===== src/sbh_pkg.sv =====
// Shared types, constants and round functions for the SHA-256 byte stream hasher.
// No dependencies.
package sbh_pkg;

  localparam int unsigned WordW    = 32;
  localparam int unsigned BlkWords = 16;
  localparam int unsigned Rounds   = 64;
  localparam int unsigned DigWords = 8;

  // One queued schedule word; msg_end marks the final word of a padded message.
  typedef struct packed {
    logic             msg_end;
    logic [WordW-1:0] word;
  } sbh_entry_t;

  function automatic logic [31:0] rotr(input logic [31:0] x, input int unsigned n);
    rotr = (x >> n) | (x << (32 - n));
  endfunction

  function automatic logic [31:0] big_sigma0(input logic [31:0] x);
    big_sigma0 = rotr(x, 2) ^ rotr(x, 13) ^ rotr(x, 22);
  endfunction

  function automatic logic [31:0] big_sigma1(input logic [31:0] x);
    big_sigma1 = rotr(x, 6) ^ rotr(x, 11) ^ rotr(x, 25);
  endfunction

  function automatic logic [31:0] small_sigma0(input logic [31:0] x);
    small_sigma0 = rotr(x, 7) ^ rotr(x, 18) ^ (x >> 3);
  endfunction

  function automatic logic [31:0] small_sigma1(input logic [31:0] x);
    small_sigma1 = rotr(x, 17) ^ rotr(x, 19) ^ (x >> 10);
  endfunction

  function automatic logic [31:0] init_word(input logic [2:0] i);
    unique case (i)
      3'd0: init_word = 32'h6a09e667;
      3'd1: init_word = 32'hbb67ae85;
      3'd2: init_word = 32'h3c6ef372;
      3'd3: init_word = 32'ha54ff53a;
      3'd4: init_word = 32'h510e527f;
      3'd5: init_word = 32'h9b05688c;
      3'd6: init_word = 32'h1f83d9ab;
      default: init_word = 32'h5be0cd19;
    endcase
  endfunction

  function automatic logic [31:0] round_const(input logic [5:0] r);
    unique case (r)
      6'd0:  round_const = 32'h428a2f98;  6'd1:  round_const = 32'h71374491;
      6'd2:  round_const = 32'hb5c0fbcf;  6'd3:  round_const = 32'he9b5dba5;
      6'd4:  round_const = 32'h3956c25b;  6'd5:  round_const = 32'h59f111f1;
      6'd6:  round_const = 32'h923f82a4;  6'd7:  round_const = 32'hab1c5ed5;
      6'd8:  round_const = 32'hd807aa98;  6'd9:  round_const = 32'h12835b01;
      6'd10: round_const = 32'h243185be;  6'd11: round_const = 32'h550c7dc3;
      6'd12: round_const = 32'h72be5d74;  6'd13: round_const = 32'h80deb1fe;
      6'd14: round_const = 32'h9bdc06a7;  6'd15: round_const = 32'hc19bf174;
      6'd16: round_const = 32'he49b69c1;  6'd17: round_const = 32'hefbe4786;
      6'd18: round_const = 32'h0fc19dc6;  6'd19: round_const = 32'h240ca1cc;
      6'd20: round_const = 32'h2de92c6f;  6'd21: round_const = 32'h4a7484aa;
      6'd22: round_const = 32'h5cb0a9dc;  6'd23: round_const = 32'h76f988da;
      6'd24: round_const = 32'h983e5152;  6'd25: round_const = 32'ha831c66d;
      6'd26: round_const = 32'hb00327c8;  6'd27: round_const = 32'hbf597fc7;
      6'd28: round_const = 32'hc6e00bf3;  6'd29: round_const = 32'hd5a79147;
      6'd30: round_const = 32'h06ca6351;  6'd31: round_const = 32'h14292967;
      6'd32: round_const = 32'h27b70a85;  6'd33: round_const = 32'h2e1b2138;
      6'd34: round_const = 32'h4d2c6dfc;  6'd35: round_const = 32'h53380d13;
      6'd36: round_const = 32'h650a7354;  6'd37: round_const = 32'h766a0abb;
      6'd38: round_const = 32'h81c2c92e;  6'd39: round_const = 32'h92722c85;
      6'd40: round_const = 32'ha2bfe8a1;  6'd41: round_const = 32'ha81a664b;
      6'd42: round_const = 32'hc24b8b70;  6'd43: round_const = 32'hc76c51a3;
      6'd44: round_const = 32'hd192e819;  6'd45: round_const = 32'hd6990624;
      6'd46: round_const = 32'hf40e3585;  6'd47: round_const = 32'h106aa070;
      6'd48: round_const = 32'h19a4c116;  6'd49: round_const = 32'h1e376c08;
      6'd50: round_const = 32'h2748774c;  6'd51: round_const = 32'h34b0bcb5;
      6'd52: round_const = 32'h391c0cb3;  6'd53: round_const = 32'h4ed8aa4a;
      6'd54: round_const = 32'h5b9cca4f;  6'd55: round_const = 32'h682e6ff3;
      6'd56: round_const = 32'h748f82ee;  6'd57: round_const = 32'h78a5636f;
      6'd58: round_const = 32'h84c87814;  6'd59: round_const = 32'h8cc70208;
      6'd60: round_const = 32'h90befffa;  6'd61: round_const = 32'ha4506ceb;
      6'd62: round_const = 32'hbef9a3f7;  default: round_const = 32'hc67178f2;
    endcase
  endfunction

endpackage


===== src/sbh_front.sv =====
// Front end: packs message bytes into big-endian words and generates padding.
// Depends on sbh_pkg.
module sbh_front (
  input  logic              clk_i,
  input  logic              rst_ni,
  input  logic              in_valid_i,
  output logic              in_ready_o,
  input  logic              kind_i,
  input  logic [7:0]        data_byte_i,
  output logic              push_valid_o,
  input  logic              push_ready_i,
  output sbh_pkg::sbh_entry_t push_entry_o
);
  import sbh_pkg::*;

  typedef enum logic [1:0] {ST_IDLE, ST_FILL, ST_LEN_LO} state_e;

  localparam logic [3:0] LenHiSlot = 4'd14;

  state_e      state_q;
  logic [5:0]  pos_q;       // byte position in the current block
  logic [23:0] acc_q;       // last three bytes taken
  logic [63:0] total_q;     // bits in completed blocks
  logic [63:0] len_q;       // message length latched at finish
  logic [31:0] pad_q;       // word holding the 0x80 marker
  logic [3:0]  widx_q;      // word slot during padding
  logic        first_q;

  logic accept;
  logic [31:0] pad_word;

  assign in_ready_o = (state_q == ST_IDLE) && push_ready_i;
  assign accept     = in_valid_i && in_ready_o;

  always_comb begin
    case (pos_q[1:0])
      2'd0:    pad_word = {8'h80, 24'h0};
      2'd1:    pad_word = {acc_q[7:0], 8'h80, 16'h0};
      2'd2:    pad_word = {acc_q[15:0], 8'h80, 8'h0};
      default: pad_word = {acc_q[23:0], 8'h80};
    endcase
  end

  always_comb begin
    push_valid_o       = 1'b0;
    push_entry_o.msg_end = 1'b0;
    push_entry_o.word  = {acc_q, data_byte_i};
    unique case (state_q)
      ST_IDLE: begin
        push_valid_o = accept && !kind_i && (pos_q[1:0] == 2'd3);
      end
      ST_FILL: begin
        push_valid_o = 1'b1;
        if (first_q) begin
          push_entry_o.word = pad_q;
        end else if (widx_q == LenHiSlot) begin
          push_entry_o.word = len_q[63:32];
        end else begin
          push_entry_o.word = '0;
        end
      end
      default: begin
        push_valid_o         = 1'b1;
        push_entry_o.word    = len_q[31:0];
        push_entry_o.msg_end = 1'b1;
      end
    endcase
  end

  always_ff @(posedge clk_i or negedge rst_ni) begin
    if (!rst_ni) begin
      state_q <= ST_IDLE;
      pos_q   <= '0;
      acc_q   <= '0;
      total_q <= '0;
      len_q   <= '0;
      pad_q   <= '0;
      widx_q  <= '0;
      first_q <= 1'b0;
    end else begin
      unique case (state_q)
        ST_IDLE: begin
          if (accept) begin
            if (!kind_i) begin
              acc_q <= {acc_q[15:0], data_byte_i};
              pos_q <= pos_q + 6'd1;
              if (pos_q == 6'd63) begin
                total_q <= total_q + 64'd512;
              end
            end else begin
              len_q   <= total_q + {55'd0, pos_q, 3'b000};
              pad_q   <= pad_word;
              widx_q  <= pos_q[5:2];
              first_q <= 1'b1;
              pos_q   <= '0;
              total_q <= '0;
              state_q <= ST_FILL;
            end
          end
        end
        ST_FILL: begin
          if (push_ready_i) begin
            first_q <= 1'b0;
            widx_q  <= widx_q + 4'd1;
            if (!first_q && widx_q == LenHiSlot) begin
              state_q <= ST_LEN_LO;
            end
          end
        end
        default: begin
          if (push_ready_i) begin
            state_q <= ST_IDLE;
          end
        end
      endcase
    end
  end

endmodule


===== src/sbh_queue.sv =====
// Short word queue between the byte front end and the compression back end.
// Depends on sbh_pkg.
module sbh_queue (
  input  logic                clk_i,
  input  logic                rst_ni,
  input  logic                wr_valid_i,
  output logic                wr_ready_o,
  input  sbh_pkg::sbh_entry_t wr_entry_i,
  output logic                rd_valid_o,
  input  logic                rd_ready_i,
  output sbh_pkg::sbh_entry_t rd_entry_o
);
  import sbh_pkg::*;

  localparam int unsigned Depth = 4;
  localparam int unsigned PtrW  = $clog2(Depth);

  sbh_entry_t       mem_q [Depth];
  logic [PtrW-1:0]  wr_ptr_q, rd_ptr_q;
  logic [PtrW:0]    count_q;
  logic             push, pop;

  assign wr_ready_o = (count_q != (PtrW+1)'(Depth));
  assign rd_valid_o = (count_q != '0);
  assign rd_entry_o = mem_q[rd_ptr_q];
  assign push       = wr_valid_i && wr_ready_o;
  assign pop        = rd_valid_o && rd_ready_i;

  always_ff @(posedge clk_i) begin
    if (push) begin
      mem_q[wr_ptr_q] <= wr_entry_i;
    end
  end

  always_ff @(posedge clk_i or negedge rst_ni) begin
    if (!rst_ni) begin
      wr_ptr_q <= '0;
      rd_ptr_q <= '0;
      count_q  <= '0;
    end else begin
      if (push) wr_ptr_q <= wr_ptr_q + PtrW'(1);
      if (pop)  rd_ptr_q <= rd_ptr_q + PtrW'(1);
      if (push && !pop) begin
        count_q <= count_q + (PtrW+1)'(1);
      end else if (pop && !push) begin
        count_q <= count_q - (PtrW+1)'(1);
      end
    end
  end

endmodule


===== src/sbh_back.sv =====
// Back end: 16-word schedule window, one compression round per cycle, digest output.
// Depends on sbh_pkg.
module sbh_back (
  input  logic                clk_i,
  input  logic                rst_ni,
  input  logic                q_valid_i,
  output logic                q_ready_o,
  input  sbh_pkg::sbh_entry_t q_entry_i,
  output logic                out_valid_o,
  input  logic                out_ready_i,
  output logic [31:0]         out_word_o,
  output logic [2:0]          out_index_o,
  output logic                out_last_o
);
  import sbh_pkg::*;

  typedef enum logic [1:0] {ST_COLLECT, ST_ROUND, ST_FINAL, ST_EMIT} state_e;

  state_e      state_q;
  logic [5:0]  cnt_q;
  logic        msg_q;
  logic [31:0] h_q [DigWords];
  logic [31:0] v_q [DigWords];
  logic [31:0] w_q [BlkWords];
  logic        out_valid_q;
  logic [31:0] out_word_q;
  logic [2:0]  out_index_q;
  logic        out_last_q;

  logic [31:0] v_next [DigWords];
  logic [31:0] w_new, sum1, sum2;
  logic        load_out;

  assign q_ready_o   = (state_q == ST_COLLECT);
  assign out_valid_o = out_valid_q;
  assign out_word_o  = out_word_q;
  assign out_index_o = out_index_q;
  assign out_last_o  = out_last_q;
  assign load_out    = !out_valid_q || out_ready_i;

  // next schedule word W[t+16] from the window holding W[t..t+15]
  assign w_new = small_sigma1(w_q[14]) + w_q[9] + small_sigma0(w_q[1]) + w_q[0];

  always_comb begin
    sum1 = v_q[7] + big_sigma1(v_q[4]) + ((v_q[4] & v_q[5]) ^ (~v_q[4] & v_q[6]))
         + round_const(cnt_q) + w_q[0];
    sum2 = big_sigma0(v_q[0]) + ((v_q[0] & v_q[1]) ^ (v_q[0] & v_q[2]) ^ (v_q[1] & v_q[2]));
    v_next[0] = sum1 + sum2;
    v_next[1] = v_q[0];
    v_next[2] = v_q[1];
    v_next[3] = v_q[2];
    v_next[4] = v_q[3] + sum1;
    v_next[5] = v_q[4];
    v_next[6] = v_q[5];
    v_next[7] = v_q[6];
  end

  always_ff @(posedge clk_i or negedge rst_ni) begin
    if (!rst_ni) begin
      state_q     <= ST_COLLECT;
      cnt_q       <= '0;
      msg_q       <= 1'b0;
      out_valid_q <= 1'b0;
      out_word_q  <= '0;
      out_index_q <= '0;
      out_last_q  <= 1'b0;
      for (int i = 0; i < DigWords; i++) begin
        h_q[i] <= init_word(3'(i));
        v_q[i] <= '0;
      end
      for (int i = 0; i < BlkWords; i++) begin
        w_q[i] <= '0;
      end
    end else begin
      // while emitting, the emit arm alone drives the output valid
      if (out_ready_i && (state_q != ST_EMIT)) begin
        out_valid_q <= 1'b0;
      end
      unique case (state_q)
        ST_COLLECT: begin
          if (q_valid_i) begin
            for (int i = 0; i < BlkWords - 1; i++) begin
              w_q[i] <= w_q[i+1];
            end
            w_q[BlkWords-1] <= q_entry_i.word;
            msg_q <= q_entry_i.msg_end;
            if (cnt_q[3:0] == 4'(BlkWords - 1)) begin
              cnt_q <= '0;
              for (int i = 0; i < DigWords; i++) begin
                v_q[i] <= h_q[i];
              end
              state_q <= ST_ROUND;
            end else begin
              cnt_q <= cnt_q + 6'd1;
            end
          end
        end
        ST_ROUND: begin
          for (int i = 0; i < DigWords; i++) begin
            v_q[i] <= v_next[i];
          end
          for (int i = 0; i < BlkWords - 1; i++) begin
            w_q[i] <= w_q[i+1];
          end
          w_q[BlkWords-1] <= w_new;
          cnt_q <= cnt_q + 6'd1;
          if (cnt_q == 6'(Rounds - 1)) begin
            state_q <= ST_FINAL;
          end
        end
        ST_FINAL: begin
          for (int i = 0; i < DigWords; i++) begin
            h_q[i] <= h_q[i] + v_q[i];
          end
          cnt_q   <= '0;
          state_q <= msg_q ? ST_EMIT : ST_COLLECT;
        end
        default: begin
          if (load_out) begin
            out_valid_q <= 1'b1;
            out_word_q  <= h_q[cnt_q[2:0]];
            out_index_q <= cnt_q[2:0];
            out_last_q  <= (cnt_q[2:0] == 3'(DigWords - 1));
            if (cnt_q[2:0] == 3'(DigWords - 1)) begin
              // digest is out: restore the initial chaining words
              for (int i = 0; i < DigWords; i++) begin
                h_q[i] <= init_word(3'(i));
              end
              cnt_q   <= '0;
              state_q <= ST_COLLECT;
            end else begin
              cnt_q <= cnt_q + 6'd1;
            end
          end
        end
      endcase
    end
  end

endmodule


===== src/sha256_byte_stream_hasher.sv =====
// Top level of the SHA-256 byte stream hasher: front end, word queue, back end.
// Depends on sbh_pkg, sbh_front, sbh_queue, sbh_back.
//
//  channel  | dir | tdata                                | tuser         | tlast
//  s_axis   | in  | [7:0] data_byte                      | kind (1=fin)  | -
//  m_axis   | out | [31:0] digest_word, [34:32] word_idx | -             | last word
//
// The front end takes a data byte whenever it is idle and the queue has room; every fourth byte pushes a
// big-endian word into a 4-entry queue. The back end takes 16 words, then runs
// 64 rounds (one per cycle) plus a final step that folds into the chaining words.
// The queue lets the front take 16 bytes of the next block meanwhile, so in
// steady flow the throughput is set by the single round unit. A finish word
// pushes the rest of the block (up to 16 words) plus a second block of 16 when
// 56 or more bytes are pending, one per cycle while the queue has room, holding
// s_axis off meanwhile; the back end then sends eight digest words through a
// registered output, one per cycle while m_axis_tready_i is high. Reset (rst_ni
// low, async) empties the queue and loads the initial chaining words. Either side
// may stall; the queue absorbs up to four words, then s_axis is held off.
module sha256_byte_stream_hasher (
  input  logic        clk_i,
  input  logic        rst_ni,
  input  logic        s_axis_tvalid_i,
  output logic        s_axis_tready_o,
  input  logic [7:0]  s_axis_tdata_i,   // [7:0] data_byte
  input  logic        s_axis_tuser_i,   // [0] kind
  output logic        m_axis_tvalid_o,
  input  logic        m_axis_tready_i,
  output logic [39:0] m_axis_tdata_o,   // [31:0] digest_word, [34:32] word_index, rest 0
  output logic        m_axis_tlast_o
);
  import sbh_pkg::*;

  sbh_entry_t  push_entry, pop_entry;
  logic        push_valid, push_ready;
  logic        pop_valid, pop_ready;
  logic [31:0] digest_word;
  logic [2:0]  word_index;

  sbh_front u_front (
    .clk_i        (clk_i),
    .rst_ni       (rst_ni),
    .in_valid_i   (s_axis_tvalid_i),
    .in_ready_o   (s_axis_tready_o),
    .kind_i       (s_axis_tuser_i),
    .data_byte_i  (s_axis_tdata_i),
    .push_valid_o (push_valid),
    .push_ready_i (push_ready),
    .push_entry_o (push_entry)
  );

  sbh_queue u_queue (
    .clk_i      (clk_i),
    .rst_ni     (rst_ni),
    .wr_valid_i (push_valid),
    .wr_ready_o (push_ready),
    .wr_entry_i (push_entry),
    .rd_valid_o (pop_valid),
    .rd_ready_i (pop_ready),
    .rd_entry_o (pop_entry)
  );

  sbh_back u_back (
    .clk_i       (clk_i),
    .rst_ni      (rst_ni),
    .q_valid_i   (pop_valid),
    .q_ready_o   (pop_ready),
    .q_entry_i   (pop_entry),
    .out_valid_o (m_axis_tvalid_o),
    .out_ready_i (m_axis_tready_i),
    .out_word_o  (digest_word),
    .out_index_o (word_index),
    .out_last_o  (m_axis_tlast_o)
  );

  assign m_axis_tdata_o = {5'd0, word_index, digest_word};

endmodule

===== config.mk =====
export PLATFORM = sky130hd
export DESIGN_NAME = sha256_byte_stream_hasher
export DESIGN_NICKNAME = d
export VERILOG_FILES = /design/src/sbh_pkg.sv /design/src/sbh_front.sv /design/src/sbh_queue.sv /design/src/sbh_back.sv /design/src/sha256_byte_stream_hasher.sv
export SDC_FILE = /design/constraint.sdc
export NUM_CORES = 2
export LEC_CHECK = 0
export BUFFER_PORTS_ARGS = -buffer_cell sky130_fd_sc_hd__buf_2
export CORE_ASPECT_RATIO = 0.75
export CORE_MARGIN = 3
export CORE_UTILIZATION = 40
export CTS_BUF_LIST = sky130_fd_sc_hd__clkbuf_8
export DETAILED_ROUTE_END_ITERATION = 10
export HOLD_SLACK_MARGIN = 0.08
export SYNTH_ARGS = -nofsm -noshare
export SYNTH_HDL_FRONTEND = slang
export SYNTH_HIERARCHICAL = 1
export SYNTH_SLANG_ARGS = --single-unit

===== constraint.sdc =====
create_clock -name clk_i -period 7.95 [get_ports clk_i]
set_clock_uncertainty 0.05 [all_clocks]
set_input_delay 0.795 -clock clk_i [delete_from_list [all_inputs] [get_ports clk_i]]
set_output_delay 0.795 -clock clk_i [all_outputs]
set_load 0.03 [all_outputs]

==> flow_metrics.py <==
metrics = {
    "outcome": {
        "outcome": "finished clean",
    },
    "yosys": {
        "netlist_instances": 9328,
        "synth_common_cells": "nand2_1 (2183), dfrtp_1 (1119), o21ai_0 (820)",
        "yosysSeqAreaShare_pct": 41.40,
        "yosys.area.top_type_share_pct": 32.62,
        "synthSimpleGateAreaFrac_pct": 15.42,
        "synth-compound-area-share_pct": 14.93,
        "avgSynthCellArea_um2": 9.202,
        "ys_types": 106,
        "synth_mux_area_share_pct": 6.968,
        "synthXorXnorAreaFrac_pct": 5.918,
        "ys.flop_type": "dfrtp_1",
        "ys_warn_count": 6,
        "syn_area_um2": 85840,
        "synthArstFlopShare_pct": 90.48,
        "synth_adder_area_share_pct": 11.08,
        "synth_top_area_cell": "dfrtp_1",
        "synth-seq-cells": 1387,
        "synth_most_common_cell": "nand2_1",
        "synth_edf_count": 132,
        "synth_area_leaders": "dfrtp_1 (33%), nand2_1 (9.5%), ha_1 (6.1%), o21ai_0 (4.8%), edfxtp_1 (4.6%)",
        "synth_top_family_by_area": "simple AND/OR/NAND/NOR gates",
    },
    "run": {
        "maxCapViolCount": 0,
    },
    "final_layout": {
        "multi_input_area_um2": 46870,
        "final_area_um2": 96950,
        "drive_gt1_share_pct": 12.92,
        "fill_cells": 20420,
        "nets": 10170,
        "fin_util_pct": 45.67,
        "register_area_um2": 35560,
        "area_growth_pct": 12.95,
    },
    "timing": {
        "rsz0062_at_grt": "no",
        "fmax_ghz": 0.1325,
        "max_slew_margin_pct": 9.906,
        "whs_ns": 0.2453,
        "hold_viol": 0,
        "tns_ns": 0,
        "finalSetupViolCount": 0,
        "worst_pin_slew_ns": 1.334,
        "fin_crit_ns": 7.546,
        "slew_viol_final": 0,
        "min_period_over_period_pct": 94.92,
    },
    "critical_path": {
        "reg2reg_from": "u_back/cnt_q[1]",
        "reg2reg_to": "u_back/v_next[223]",
        "cp_max_fo": 5,
        "crit_top_cell": "buf_4",
        "path_class": "flop to flop",
        "arrival_ns": 8.41,
        "required_ns": 8.81,
        "cpPeakStageDelay_ns": 0.56,
        "startpoint_type": "flop",
        "end_kind": "flop",
        "rrSetupSlack_ns": 0.40,
        "slowest_stage": "mux4_2",
        "reg2reg_depth": 34,
    },
    "floorplanning": {
        "core_area_um2": 212300,
        "start_util_pct": 40.44,
        "die-area_um2": 220200,
        "ios": 56,
        "die-width_um": 540.9,
        "fp.dieH_um": 407.2,
        "num_rows": 146,
    },
    "global_route": {
        "grt_overflow_total": 0,
        "use_met2_pct": 33.38,
        "use_met3_pct": 6.905,
        "grt_use_met1_pct": 43.47,
        "antenna_found_initial": 10,
        "grt.total_usage_pct": 26.30,
        "grt_busiest_layer": "met1",
        "grt_max_degree": 226,
        "grt_pass1_wl_um": 441900,
        "grt_pass1_vias": 66890,
    },
    "worst_hold_path": {
        "holdPathStages": 3,
        "min_path_type": "input pin to flop",
        "hold_path_end": "u_front/pos_q[1]",
        "hp-start": "s_axis_tuser_i",
    },
    "placement": {
        "port_buffers": 50,
        "dpl_cell_area_um2": 91420,
        "gp_routability_congestion": 0.9304,
        "dp_hpwl_um": 218400,
    },
    "route": {
        "drt_iter0_markers": 7680,
        "drt-total-wl_um": 295000,
        "vias": 70380,
        "wl_per_cell_um": 23.47,
        "post-route-drc-count": 0,
        "first_pass_iters": 6,
        "via_per_inst": 5.598,
        "ant_nets": 0,
    },
    "clock_network": {
        "htreeDepth": 4,
        "root_buffer": "clkbuf_8",
        "tritoncts": "yes",
        "cts_made_buffers": 235,
        "postCtsSetupBuffers": 0,
        "clockBufferDepth": 3,
        "path_clk_slew_ns": 0.07,
        "clock-sinks": 1387,
        "worstSkewPairLatency_ns": 1.03,
    },
}
-- layer usage --
| layer | vias to the layer above | wire length [um] |
|---|---|---|
| li1 | 32390 | - |
| met1 | 34940 | 150300 |
| met2 | 2698 | 111100 |
| met3 | 352 | 28290 |
| met4 | 0 | 5323 |
| met5 | - | 0 |
-- cells by family (layout without fill, tap and decap cells) --
logic type,count (synthesis),count (layout)
buffers and inverters,954,1375
AO/OA/AOI/OAI,2129,2129
AND/OR/NAND/NOR,3169,3169
adder cells (fa/ha/maj),649,649
other,1,12
multiplexers,459,459
XOR/XNOR,580,580
flip-flops,1387,1387
-- sequential cells by signal, indices dropped and copies added (netlist names), 3 cells and up --
signal,cells
u_back/cnt_q,6
u_back/h_q,256
u_back/out_index_o,3
u_back/out_word_o,32
u_back/v_next,192
u_back/v_q,64
u_back/w_q,512
u_front/acc_q,24
u_front/len_q,61
u_front/pad_q,25
u_front/pos_q,6
u_front/total_q,55
u_front/widx_q,4
u_queue/count_q,3
u_queue/mem_q,132
-- stage by stage --
| stage | std cells | setup WS, ns |
|---|---|---|
| finish | 12570 | 0.4038 |
| global route | 12570 | 0.01019 |
| CTS | 12570 | 0.09006 |
| detailed placement | 12110 | -0.02313 |
| global placement | 12110 | -0.07302 |
| floorplan | 9332 | 0.1356 |
-- what timing repair did --
action | in CTS | in global routing
pin swaps | 0 | 6
hold buffers | 10 | 0
resized for setup | 2 | 31
endpoints found under the hold margin | 110 | 0
gates cloned | 0 | 0
setup endpoints to repair | 2 | 11
-- area by class of cell --
cell class / count / share of cell area, %
flip-flops and latches: 1387 / 36.68
diodes: 7 / 0.01807
multi-input cells: 6991 / 48.34
repair buffers: 524 / 4.331
well taps: 2812 / 3.629
inverters: 405 / 1.572
clock buffers: 296 / 4.202
clock inverters: 150 / 1.231
-- worst max-delay path by stage --
stage	to	slack, ns	from	depth (start not counted)
after CTS	u_back/v_next[223]	0.09	u_back/cnt_q[1]	34
after detailed placement	u_back/v_next[223]	-0.02	u_back/cnt_q[1]	34
after floorplan	u_back/v_next[223]	0.14	u_back/cnt_q[2]	33
after global placement	u_back/v_next[223]	-0.07	u_back/cnt_q[0]	35
after global routing	u_back/v_next[223]	0.01	u_back/cnt_q[0]	35
final	u_back/v_next[223]	0.40	u_back/cnt_q[1]	34
-- worst max-delay path: cells and delay by family, from the launching register on --
family                   cells  cell delay, ns
flip-flops                   1            0.48
AND/OR/NAND/NOR              6            1.02
adder cells (fa/ha/maj)      7            2.02
XOR/XNOR                     2            0.29
AO/OA/AOI/OAI               12            2.07
multiplexers                 1            0.56
buffers and inverters        6            0.99
-- placed cells by master (no fill, tap or decap), drive strengths merged, types with 28 or more instances in the layout --
cell	netlist	routed
a21o	171	171
a31oi	55	55
nand2	2183	2183
mux2i	311	311
mux4	105	105
o211ai	36	36
maj3	32	32
inv	403	489
buf	71	514
a211oi	53	53
o21ai	833	833
a21oi	561	561
ha	421	421
nand3	113	113
mux2	43	43
xnor2	367	367
o21a	66	66
o31ai	38	38
a22oi	41	41
or3	63	63
xor2	213	213
clkbuf	478	296
nor3	64	64
nor2	415	415
clkinv	2	55
dfrtp	1119	1119
fa	196	196
nand2b	69	69
and3	38	38
edfxtp	132	132
nor4	28	28
nor2b	56	56
dfstp	136	136
o21bai	54	54
nand4	38	38
Power is left out: the tool's default activity adds up to more than one toggle a clock period on the data nets, which glitch-free logic cannot reach.
